===== src/hw/rtl/bit_matrix_column_transpose_top_defines.svh =====
// ----------------------------------------------------------------------------
// Bit matrix column transpose assertion macros
// Shared concurrent assertion forms, clocked on clk and disabled in reset.
// ----------------------------------------------------------------------------
`ifndef BIT_MATRIX_COLUMN_TRANSPOSE_TOP_DEFINES_SVH
`define BIT_MATRIX_COLUMN_TRANSPOSE_TOP_DEFINES_SVH

// Consequent must hold in the same cycle as the antecedent.
`define BMCT_ASSERT_SAME(label, ante, cons, msg) \
  label: assert property (@(posedge clk) disable iff (!rst_n) (ante) |-> (cons)) \
    else $error(msg);

// Consequent must hold in the cycle after the antecedent.
`define BMCT_ASSERT_NEXT(label, ante, cons, msg) \
  label: assert property (@(posedge clk) disable iff (!rst_n) (ante) |=> (cons)) \
    else $error(msg);

`endif


===== src/hw/rtl/bmct_pkg.sv =====
// ----------------------------------------------------------------------------
// Bit matrix column transpose package
// Shared widths, defaults and the per-cell control bundle.
// ----------------------------------------------------------------------------
package bmct_pkg;

  localparam int COL_W         = 32;   // bits held per column word
  localparam int NUM_COLS      = 32;   // columns per word index
  localparam int ROW_LIMIT     = 32;   // largest usable row count
  localparam int ROW_CNT_W     = 5;
  localparam int COL_IDX_W     = 5;
  localparam int IDX_W         = 17;
  localparam int CFG_W         = 6;
  localparam int IN_TDATA_W    = 32;
  localparam int OUT_TDATA_W   = 56;
  localparam int MAX_WORDS_DEF = 4096;

  // Control shared by every cell of the chain in one cycle.
  typedef struct packed {
    logic acc_en;    // a row word is taken this cycle
    logic complete;  // that row closes the group: hand over and clear
    logic shift;     // the unload chain advances by one column
  } cell_ctl_t;

endpackage


===== src/hw/rtl/bit_matrix_column_transpose_top.sv =====
// ----------------------------------------------------------------------------
// Bit matrix column transpose top level
// Latency: the first column appears the cycle after the transaction that
//   carries the last row of a word index; the rest follow one per cycle while out_tready is high.
// Throughput: one row word per cycle, except that the row closing a group
//   waits for the 32-slot unload chain to be free; the chain drains one
//   column a cycle while out_tready is high.
// Reset: synchronous active-low rst_n clears the column accumulators and counters and
//   sets rows_in_use to 32; the block is ready the cycle after release.
// ----------------------------------------------------------------------------
`include "bit_matrix_column_transpose_top_defines.svh"

module bit_matrix_column_transpose_top
  import bmct_pkg::*;
#(
  parameter int MAX_WORDS = MAX_WORDS_DEF
)(
  input  logic                   clk,
  input  logic                   rst_n,
  // Configuration write channel: rows_in_use.
  input  logic                   cfg_valid,
  output logic                   cfg_ready,
  input  logic [CFG_W-1:0]       cfg_data,
  // Row words.
  input  logic                   in_tvalid,
  output logic                   in_tready,
  input  logic [IN_TDATA_W-1:0]  in_tdata,   // [31:0] row_word
  // Column words.
  output logic                   out_tvalid,
  input  logic                   out_tready,
  output logic [OUT_TDATA_W-1:0] out_tdata,  // [31:0] column_bits, [48:32] column_index,
                                             // [55:49] zero
  output logic                   out_tlast   // last_column
);

  localparam int WC_W   = (MAX_WORDS > 1) ? $clog2(MAX_WORDS) : 1;
  localparam int FULL_W = WC_W + COL_IDX_W;
  localparam int CNT_W  = $clog2(NUM_COLS + 1);

  // The configuration register is always writable; it takes effect at once,
  // including in the middle of a group.
  logic [CFG_W-1:0]     rows_r;
  logic [CFG_W-1:0]     rows_eff;
  logic [ROW_CNT_W-1:0] row_cnt_r;
  logic [ROW_CNT_W-1:0] row_cnt_nxt;
  logic [WC_W-1:0]      wc_r;
  logic [WC_W-1:0]      wc_nxt;
  logic [WC_W-1:0]      out_wc_r;
  logic [WC_W-1:0]      out_wc_nxt;
  logic [CNT_W-1:0]     cnt_r;
  logic [CNT_W-1:0]     cnt_nxt;
  logic [COL_IDX_W-1:0] col_r;
  logic [COL_IDX_W-1:0] col_nxt;
  logic                 last_row;
  logic                 chain_free;
  logic                 in_fire;
  logic                 out_fire;
  logic [FULL_W-1:0]    idx_full;
  cell_ctl_t            ctl;

  assign cfg_ready = 1'b1;

  always_ff @(posedge clk) begin
    if (!rst_n) begin
      rows_r <= CFG_W'(ROW_LIMIT);
    end else if (cfg_valid && cfg_ready) begin
      rows_r <= cfg_data;
    end
  end

  // A row count of zero behaves as one row, anything above the limit as the limit.
  always_comb begin
    rows_eff = rows_r;
    if (rows_r == '0) begin
      rows_eff = CFG_W'(1);
    end else if (rows_r > CFG_W'(ROW_LIMIT)) begin
      rows_eff = CFG_W'(ROW_LIMIT);
    end
  end

  // The group closes when the rows received, counting this one, reach the
  // row count. This depends only on control state, never on the data.
  assign last_row = ({1'b0, row_cnt_r} + CFG_W'(1)) >= rows_eff;

  assign out_fire = out_tvalid && out_tready;

  // The unload chain can take a new group when it is empty, or when its last
  // column leaves in this same cycle. Non-final rows are never held back.
  assign chain_free = (cnt_r == '0) || ((cnt_r == CNT_W'(1)) && out_fire);
  assign in_tready  = !last_row || chain_free;
  assign in_fire    = in_tvalid && in_tready;

  assign ctl.acc_en   = in_fire;
  assign ctl.complete = last_row;
  assign ctl.shift    = out_fire;

  always_comb begin
    row_cnt_nxt = row_cnt_r;
    wc_nxt      = wc_r;
    out_wc_nxt  = out_wc_r;
    cnt_nxt     = cnt_r;
    col_nxt     = col_r;
    if (out_fire) begin
      cnt_nxt = cnt_r - CNT_W'(1);
      col_nxt = col_r + COL_IDX_W'(1);
    end
    if (in_fire) begin
      if (last_row) begin
        row_cnt_nxt = '0;
        out_wc_nxt  = wc_r;
        wc_nxt      = (wc_r == WC_W'(MAX_WORDS - 1)) ? '0 : wc_r + WC_W'(1);
        cnt_nxt     = CNT_W'(NUM_COLS);
        col_nxt     = '0;
      end else begin
        row_cnt_nxt = row_cnt_r + ROW_CNT_W'(1);
      end
    end
  end

  always_ff @(posedge clk) begin
    if (!rst_n) begin
      row_cnt_r <= '0;
      wc_r      <= '0;
      out_wc_r  <= '0;
      cnt_r     <= '0;
      col_r     <= '0;
    end else begin
      row_cnt_r <= row_cnt_nxt;
      wc_r      <= wc_nxt;
      out_wc_r  <= out_wc_nxt;
      cnt_r     <= cnt_nxt;
      col_r     <= col_nxt;
    end
  end

  // Chain of cells: cell b accumulates column b, and on unload hands its word
  // toward cell 0, which faces the output. The far end shifts in zeros.
  logic [COL_W-1:0] chain [NUM_COLS+1];

  assign chain[NUM_COLS] = '0;

  for (genvar b = 0; b < NUM_COLS; b++) begin : g_cell
    bmct_cell u_cell (
      .clk       (clk),
      .rst_n     (rst_n),
      .ctl       (ctl),
      .row_bit   (in_tdata[b]),
      .shift_in  (chain[b+1]),
      .shift_out (chain[b])
    );
  end

  // Column index is word index times 32 plus the column, kept to 17 bits.
  assign idx_full   = {out_wc_r, col_r};
  assign out_tvalid = (cnt_r != '0);
  assign out_tlast  = (cnt_r == CNT_W'(1));
  assign out_tdata  = {(OUT_TDATA_W - COL_W - IDX_W)'(0), IDX_W'(idx_full), chain[0]};

  // Closing a group always loads a full set of columns into the chain.
  `BMCT_ASSERT_NEXT(a_group_loads_chain, in_fire && last_row, cnt_r == CNT_W'(NUM_COLS), "group did not load a full column set")
  // Columns of one group leave without a gap in validity.
  `BMCT_ASSERT_NEXT(a_run_continues, out_fire && !out_tlast, out_tvalid, "column run broke before its last column")
  // Within a run the column number steps by one per transaction.
  `BMCT_ASSERT_NEXT(a_col_steps, out_fire && !out_tlast && !(in_fire && last_row), col_r == $past(col_r) + COL_IDX_W'(1), "column index did not advance")
  // The last column is always column 31 of its word index.
  `BMCT_ASSERT_SAME(a_last_is_top, out_tvalid && out_tlast, col_r == COL_IDX_W'(NUM_COLS - 1), "last column flag on wrong column")

endmodule


===== src/hw/rtl/bmct_cell.sv =====
// ----------------------------------------------------------------------------
// Bit matrix column transpose cell
// Accumulates one column and holds one slot of the unload chain.
// ----------------------------------------------------------------------------
module bmct_cell
  import bmct_pkg::*;
(
  input  logic             clk,
  input  logic             rst_n,
  input  cell_ctl_t        ctl,
  input  logic             row_bit,
  input  logic [COL_W-1:0] shift_in,
  output logic [COL_W-1:0] shift_out
);

  logic [COL_W-1:0] acc_r;
  logic [COL_W-1:0] acc_nxt;
  logic [COL_W-1:0] acc_shift;
  logic [COL_W-1:0] unload_r;
  logic [COL_W-1:0] unload_nxt;

  assign acc_shift = {acc_r[COL_W-2:0], row_bit};

  always_comb begin
    acc_nxt    = acc_r;
    unload_nxt = unload_r;
    if (ctl.acc_en) begin
      acc_nxt = ctl.complete ? '0 : acc_shift;
    end
    if (ctl.acc_en && ctl.complete) begin
      unload_nxt = acc_shift;
    end else if (ctl.shift) begin
      unload_nxt = shift_in;
    end
  end

  always_ff @(posedge clk) begin
    if (!rst_n) begin
      acc_r <= '0;
    end else begin
      acc_r <= acc_nxt;
    end
  end

  // Payload only: validity is tracked by the column count at the top level.
  always_ff @(posedge clk) begin
    unload_r <= unload_nxt;
  end

  assign shift_out = unload_r;

endmodule

===== config.mk =====
export PLATFORM = sky130hd
export DESIGN_NAME = bit_matrix_column_transpose_top
export DESIGN_NICKNAME = d
export VERILOG_FILES = /design/src/hw/rtl/bmct_pkg.sv /design/src/hw/rtl/bit_matrix_column_transpose_top.sv /design/src/hw/rtl/bmct_cell.sv
export VERILOG_INCLUDE_DIRS = /design/src /design/src/hw/rtl
export SDC_FILE = /design/constraint.sdc
export NUM_CORES = 2
export LEC_CHECK = 0
export ABC_CLOCK_PERIOD_IN_PS = 6600
export BUFFER_PORTS_ARGS = -buffer_cell sky130_fd_sc_hd__buf_2
export CAP_MARGIN = 15
export CORE_MARGIN = 2
export CORE_UTILIZATION = 57
export DETAILED_ROUTE_END_ITERATION = 10
export PLACE_DENSITY_LB_ADDON = 0.15
export SLEW_MARGIN = 10
export SYNTH_ARGS = -nofsm -noshare
export SYNTH_HDL_FRONTEND = slang
export SYNTH_HIERARCHICAL = 1
export SYNTH_SLANG_ARGS = --single-unit

===== constraint.sdc =====
create_clock -name clk -period 6.6 [get_ports clk]
set_input_delay 1.32 -clock clk [delete_from_list [all_inputs] [get_ports clk]]
set_output_delay 1.32 -clock clk [all_outputs]
set_load 0.1 [all_outputs]

Word-level counts from Yosys, hierarchy flattened
Index checks and enable logic that the tools add are counted.

operators by class
  $add $sub $neg = 5
  $mul = 0
  divide/modulo/power cells = 0
  order comparisons = 2
  eq/ne operators = 2
  shift-type cells = 0
  muxes and demuxes = 106
  bitwise gates (word level) = 0
  reduce and logical (&&, ||, !) cells = 12

operators with widths
  cell                                                                   number
  32-bit 2-to-1 mux                                                      64
  31-bit 2-to-1 mux                                                      32
  6-bit 2-to-1 mux                                                       5
  5-bit 2-to-1 mux                                                       4
  12-bit by 1-bit adder with 12-bit output, second input constant        1
  12-bit equality test, second input constant                            1
  6-bit zero test                                                        2
  12-bit 2-to-1 mux                                                      1
  5-bit by 1-bit adder with 5-bit output, second input constant          2
  5-bit by 1-bit adder with 6-bit output, second input constant          1
  6-bit by 1-bit equality test with 1-bit output, second input constant  1
  6-bit >= comparator                                                    1
  6-bit > comparator, second input constant                              1
  6-bit nonzero test                                                     1
  6-bit by 1-bit subtractor with 6-bit output, second input constant     1
  1-bit logical AND                                                      4
  1-bit logical OR                                                       2
  2-bit AND reduction                                                    1
  2-bit nonzero test                                                     1
  1-bit zero test                                                        1

storage, ports and cells
  bits in registers = 2062
  bits in latches = 0
  memory bits (writable) = 0
  memory bits (read-only) = 0
  bits of input ports = 43
  logic and storage cells = 197
  memories = 0

Longest topological paths before layout
  depth in word-level cells = 9
  mapped depth = 14
  depth with buffers taken out = 10

Cells and area by module
Netlist, hierarchy kept.

by module, submodules not included
  module                           times used  cells an instance  area an instance (µm²)  seq. area each (µm²)
  bmct_cell                        32          178                2731.4                  1581.5
  bit_matrix_column_transpose_top  1           287                2372.3                  920.9

Worst setup path before layout
No wires, ideal clock.

  path type = register -> output
  start = register row_cnt_r[0]
  end = output port in_tready
  data arrival time = 6.862 ns
  data required time = 5.280 ns
  slack = -1.582 ns
  cell stages (with the launch flop) = 11
  buffers on the path = 1
  path through = dfxtp_1 ha_1 nor2b_1 or2_2 ha_1 a21o_1 a31oi_1 o21a_1 clkinv_1 clkbuf_1 nand2_1

between the ends
  cells in the longest elaborated chain, start to end = 4

RTL lines
  item                                    line                                    RTL
  from (decl)                             bit_matrix_column_transpose_top.sv:44   logic [ROW_CNT_W-1:0] row_cnt_r;
  from (signal assigned)                  bit_matrix_column_transpose_top.sv:128  row_cnt_r <= row_cnt_nxt;
  5-bit by 1-bit adder with 6-bit output  bit_matrix_column_transpose_top.sv:83   assign last_row = ({1'b0, row_cnt_r} + CFG_W'(1)) >= rows_eff;
  6-bit >= comparator                     bit_matrix_column_transpose_top.sv:83
  via last_row                            bit_matrix_column_transpose_top.sv:54   logic last_row;
  1-bit zero test                         bit_matrix_column_transpose_top.sv:90   assign in_tready = !last_row || chain_free;
  1-bit logical OR                        bit_matrix_column_transpose_top.sv:90
  to (decl)                               bit_matrix_column_transpose_top.sv:26   output logic in_tready,

The timed path passes the listed nets, and every way through them passes these cells.

Final worst setup path
  start = register row_cnt_r[0]
  end = output port in_tready

between the ends
  cells in the longest elaborated chain, start to end = 4

RTL lines
  item                                    line
  5-bit by 1-bit adder with 6-bit output  bit_matrix_column_transpose_top.sv:83
  6-bit >= comparator                     bit_matrix_column_transpose_top.sv:83
  1-bit zero test                         bit_matrix_column_transpose_top.sv:90
  1-bit logical OR                        bit_matrix_column_transpose_top.sv:90

Every way passes these cells.

==> impl_results.md <==
- Status: finished clean
- Leak Pwr: 39.0 nW
- Longest Clk Path Bufs: 3
- Post-synth EDFFs: 1024
- Port Buf Inserts: 94
- Post-CTS resize count: 0
- IO Pins: 103
- Post-synth top flop: dfxtp_1
- Synth-to-layout area growth: 7.05%
- GP Congestion: 0.751
- Layout Nets: 5890
- First-pass GRT wire length: 263000 um
- Post-CTS Setup Repair Bufs: 0
- MaxCap Viol Count: 0
- Grt total ovfl: 0
- CP max stage delay: 0.44 ns
- FMAX: 192 MHz
- Die Height: 401 um
- Largest net degree at the start of global routing: 221
- Routed wire length: 166000 um
- Least-Margin Pin Slew: 0.936 ns
- Worst Setup Start Kind: register
- Hpwl dp: 101000 um
- CTS Hold Buffers Added: 0
- Standard-cell rows: 145
- Cells along the critical path: ha_1 > nor2b_1 > or2_2 > ha_1 > a21o_1 > a31oi_1 > o21a_1 > buf_4 > inv_8 > nand2_1 > buf_2
- Critical Path Source: row_cnt_r[0]
- Critical path arrival: 3.89 ns
- Reg-to-reg startpoint: row_cnt_r[0]
- Share of cells above drive strength 1: 0.262
- Setup crit end kind: primary output
- Seq/Total Area, Yosys: 0.574
- Initial drt markers: 3505
- Post-layout power: 41.9 mW
- Worst path slowest cell: buf_2
- GRT Util Overall: 0.201
- Initial antenna violation count: 7
- Cell variety after synth: 54
- Clock-pin slew on the worst setup and hold paths: 0.06 ns
- Die X-Extent: 401 um
- CTS sink count: 2062
- Root Buffer: clkbuf_16
- Final setup fails: 0
- TritonCTS clock tree: built
- CP Data Required Time: 5.28 ns
- Syn. warnings: 6
- Skew-Pair Late Insertion Delay: 0.82 ns
- Mapped Area: 89800 um2
- Via Count: 47600
- R2R setup slack: 1.56 ns
- HP Start: g_cell[18].u_cell/acc_r[0]
- Final setup TNS: 0 ns
- Critical path class: register to primary output
- Worst hold path type: register to register
- Mapped Avg Cell Area: 15.0 um2
- Drt first pass iters: 6
- DR DRC count: 0
- Initial core utilization: 0.574
- #FFs+latches synth: 2062
- Die area: 161000 um2
- Final Cell Area: 96100 um2
- Vias per cell: 5.89
- Crit-path max FO: 64
- Final Skew: 0.0227 ns
- H-tree depth: 4
- Async set-reset flop share out of synthesis: 0
- Worst rel slew slack: 0.375
- Vias in the first global route: 46900
- Max Slew Vio Count: 0
- Antenna-violating nets left: 0
- RSZ-0062 raised after global routing: false
- Hold Vio Cnt, Final: 0
- Num CTS Buffers: 205
- Max VDD drop: 0.383 mV
- Most frequent cell on the critical path: ha_1
- PD cells: 436 nW/um2
- WL per Instance: 20.5 um
- Shortest period the worst path allows: 5.21 ns
- Core Area: 156000 um2
- Cells after Synth: 5983
- Tcrit/Tclk final: 0.789
- Dpl cell area: 89500 um2
[flip-flops by register name, summed over array words and instances, names as in the netlist]
signal	cells
cnt_r	6
g_cell.u_cell/acc_r	992
out_wc_r	12
rows_r	6
wc_r	12
col_r	5
g_cell.u_cell/shift_out	1024
row_cnt_r	5
[where the power goes]
group / switching (mW) / internal, mW
clock: 4.85 / 6.43
combinational: 6.11 / 4.79
sequential: 1.41 / 18.3
total: 12.4 / 29.5
[routing by layer]
| metal | GRT usage | share of wire | up-vias |
|---|---|---|---|
| met1 | 0.267 | 0.45 | 23900 |
| met5 | 0 | 0.00042 | - |
| met2 | 0.339 | 0.49 | 751 |
| met3 | 0.0334 | 0.036 | 235 |
| met4 | 0.0569 | 0.022 | 12 |
| li1 | - | - | 22600 |
[area by class of cell]
| cell class | instances | area [um2] |
|---|---|---|
| multi-input combinational | 3381 | 34200 |
| tap | 2058 | 2570 |
| clock buffer | 293 | 5750 |
| fill | 11800 | 60300 |
| inverter | 7 | 33.8 |
| sequential | 2062 | 51500 |
| timing repair buffer | 179 | 1260 |
| clock inverter | 97 | 807 |
| antenna | 1 | 2.50 |
[cell usage in the layout, fill, tap and decap left out, types with 19 or more instances in the layout]
cell       instances
nand2_4           32
edfxtp_1        1024
nand2_1           60
conb_1            40
nand4b_1          33
nand3_1           24
clkbuf_16        208
mux2_2            96
mux2_4           928
clkinv_1          28
buf_4             74
clkinv_2          38
a32o_1           960
buf_2             93
clkbuf_1          62
nand2b_1          34
and2b_4           32
nor2_1            20
and2b_1          448
nor2b_1          514
clkbuf_8          23
nand3b_1          32
dfxtp_1         1038
a21oi_1           25
o21ai_0           19
[path summary, 6_finish.rpt]
check                                  end  depth (start not counted)
max                              in_tready                         11
min             g_cell[18].u_cell/acc_r[0]                          2
max reg2reg  g_cell[3].u_cell/shift_out[6]                         13
min reg2reg     g_cell[18].u_cell/acc_r[0]                          2
[kinds of logic (layout without fill, tap and decap cells)]
group	after synthesis	in the layout	synth area share
and+or+nand+nor	1261	1261	0.0963
xor gates and xnor gates	11	11	0.00107
buffers and inverters	578	576	0.0474
AOI/OAI and AO/OA	1028	1028	0.112
adders and majority gates	11	11	0.00153
muxes	1030	1030	0.168
DFF	2062	2062	0.574
other	2	41	0.0000837
[per-stage QoR]
stage	util	std cells	hold WS [ns]	worst slack [ns]
5_1_grt	0.615	8077	0.508	1.16
4_1_cts	0.615	8077	0.487	1.28
3_3_place_gp	0.573	7687	0.472	1.62
6_report	0.615	8078	0.483	1.39
3_5_place_dp	0.573	7687	0.478	1.54
2_1_floorplan	-	6021	0.457	0.838
[synthesized netlist by cell type, drive strengths merged, types with 3 or more instances]
master / instances / area share
dfxtp: 1038 / 0.23
edfxtp: 1024 / 0.34
mux2: 1024 / 0.17
a32o: 960 / 0.11
nor2b: 514 / 0.036
and2b: 480 / 0.041
buf: 431 / 0.041
clkbuf: 140 / 0.0063
nand2: 92 / 0.0065
nand2b: 34 / 0.0024
nand4b: 33 / 0.0032
nand3b: 32 / 0.0027
a21oi: 25 / 0.0014
nand3: 25 / 0.0014
nor2: 20 / 0.00084
o21ai: 20 / 0.0012
ha: 11 / 0.0015
nand4: 8 / 0.00056
xor2: 7 / 0.00068
a21o: 6 / 0.00050
inv: 6 / 0.00025
mux2i: 6 / 0.00067
or4: 5 / 0.00042
nor3: 4 / 0.00022
nor4: 4 / 0.00045
o31ai: 4 / 0.00033
xnor2: 4 / 0.00039
and4: 3 / 0.00029
o221a: 3 / 0.00038
[critical path, delay by kind of cell (launching register included)]
kind	cells	cell delay, ns
flops	1	0.35
fa+ha+maj	2	0.54
compound gates	3	0.47
buf+inv	3	1.12
simple gates	3	0.58
Note: power is estimated with default switching activity, not from simulation.
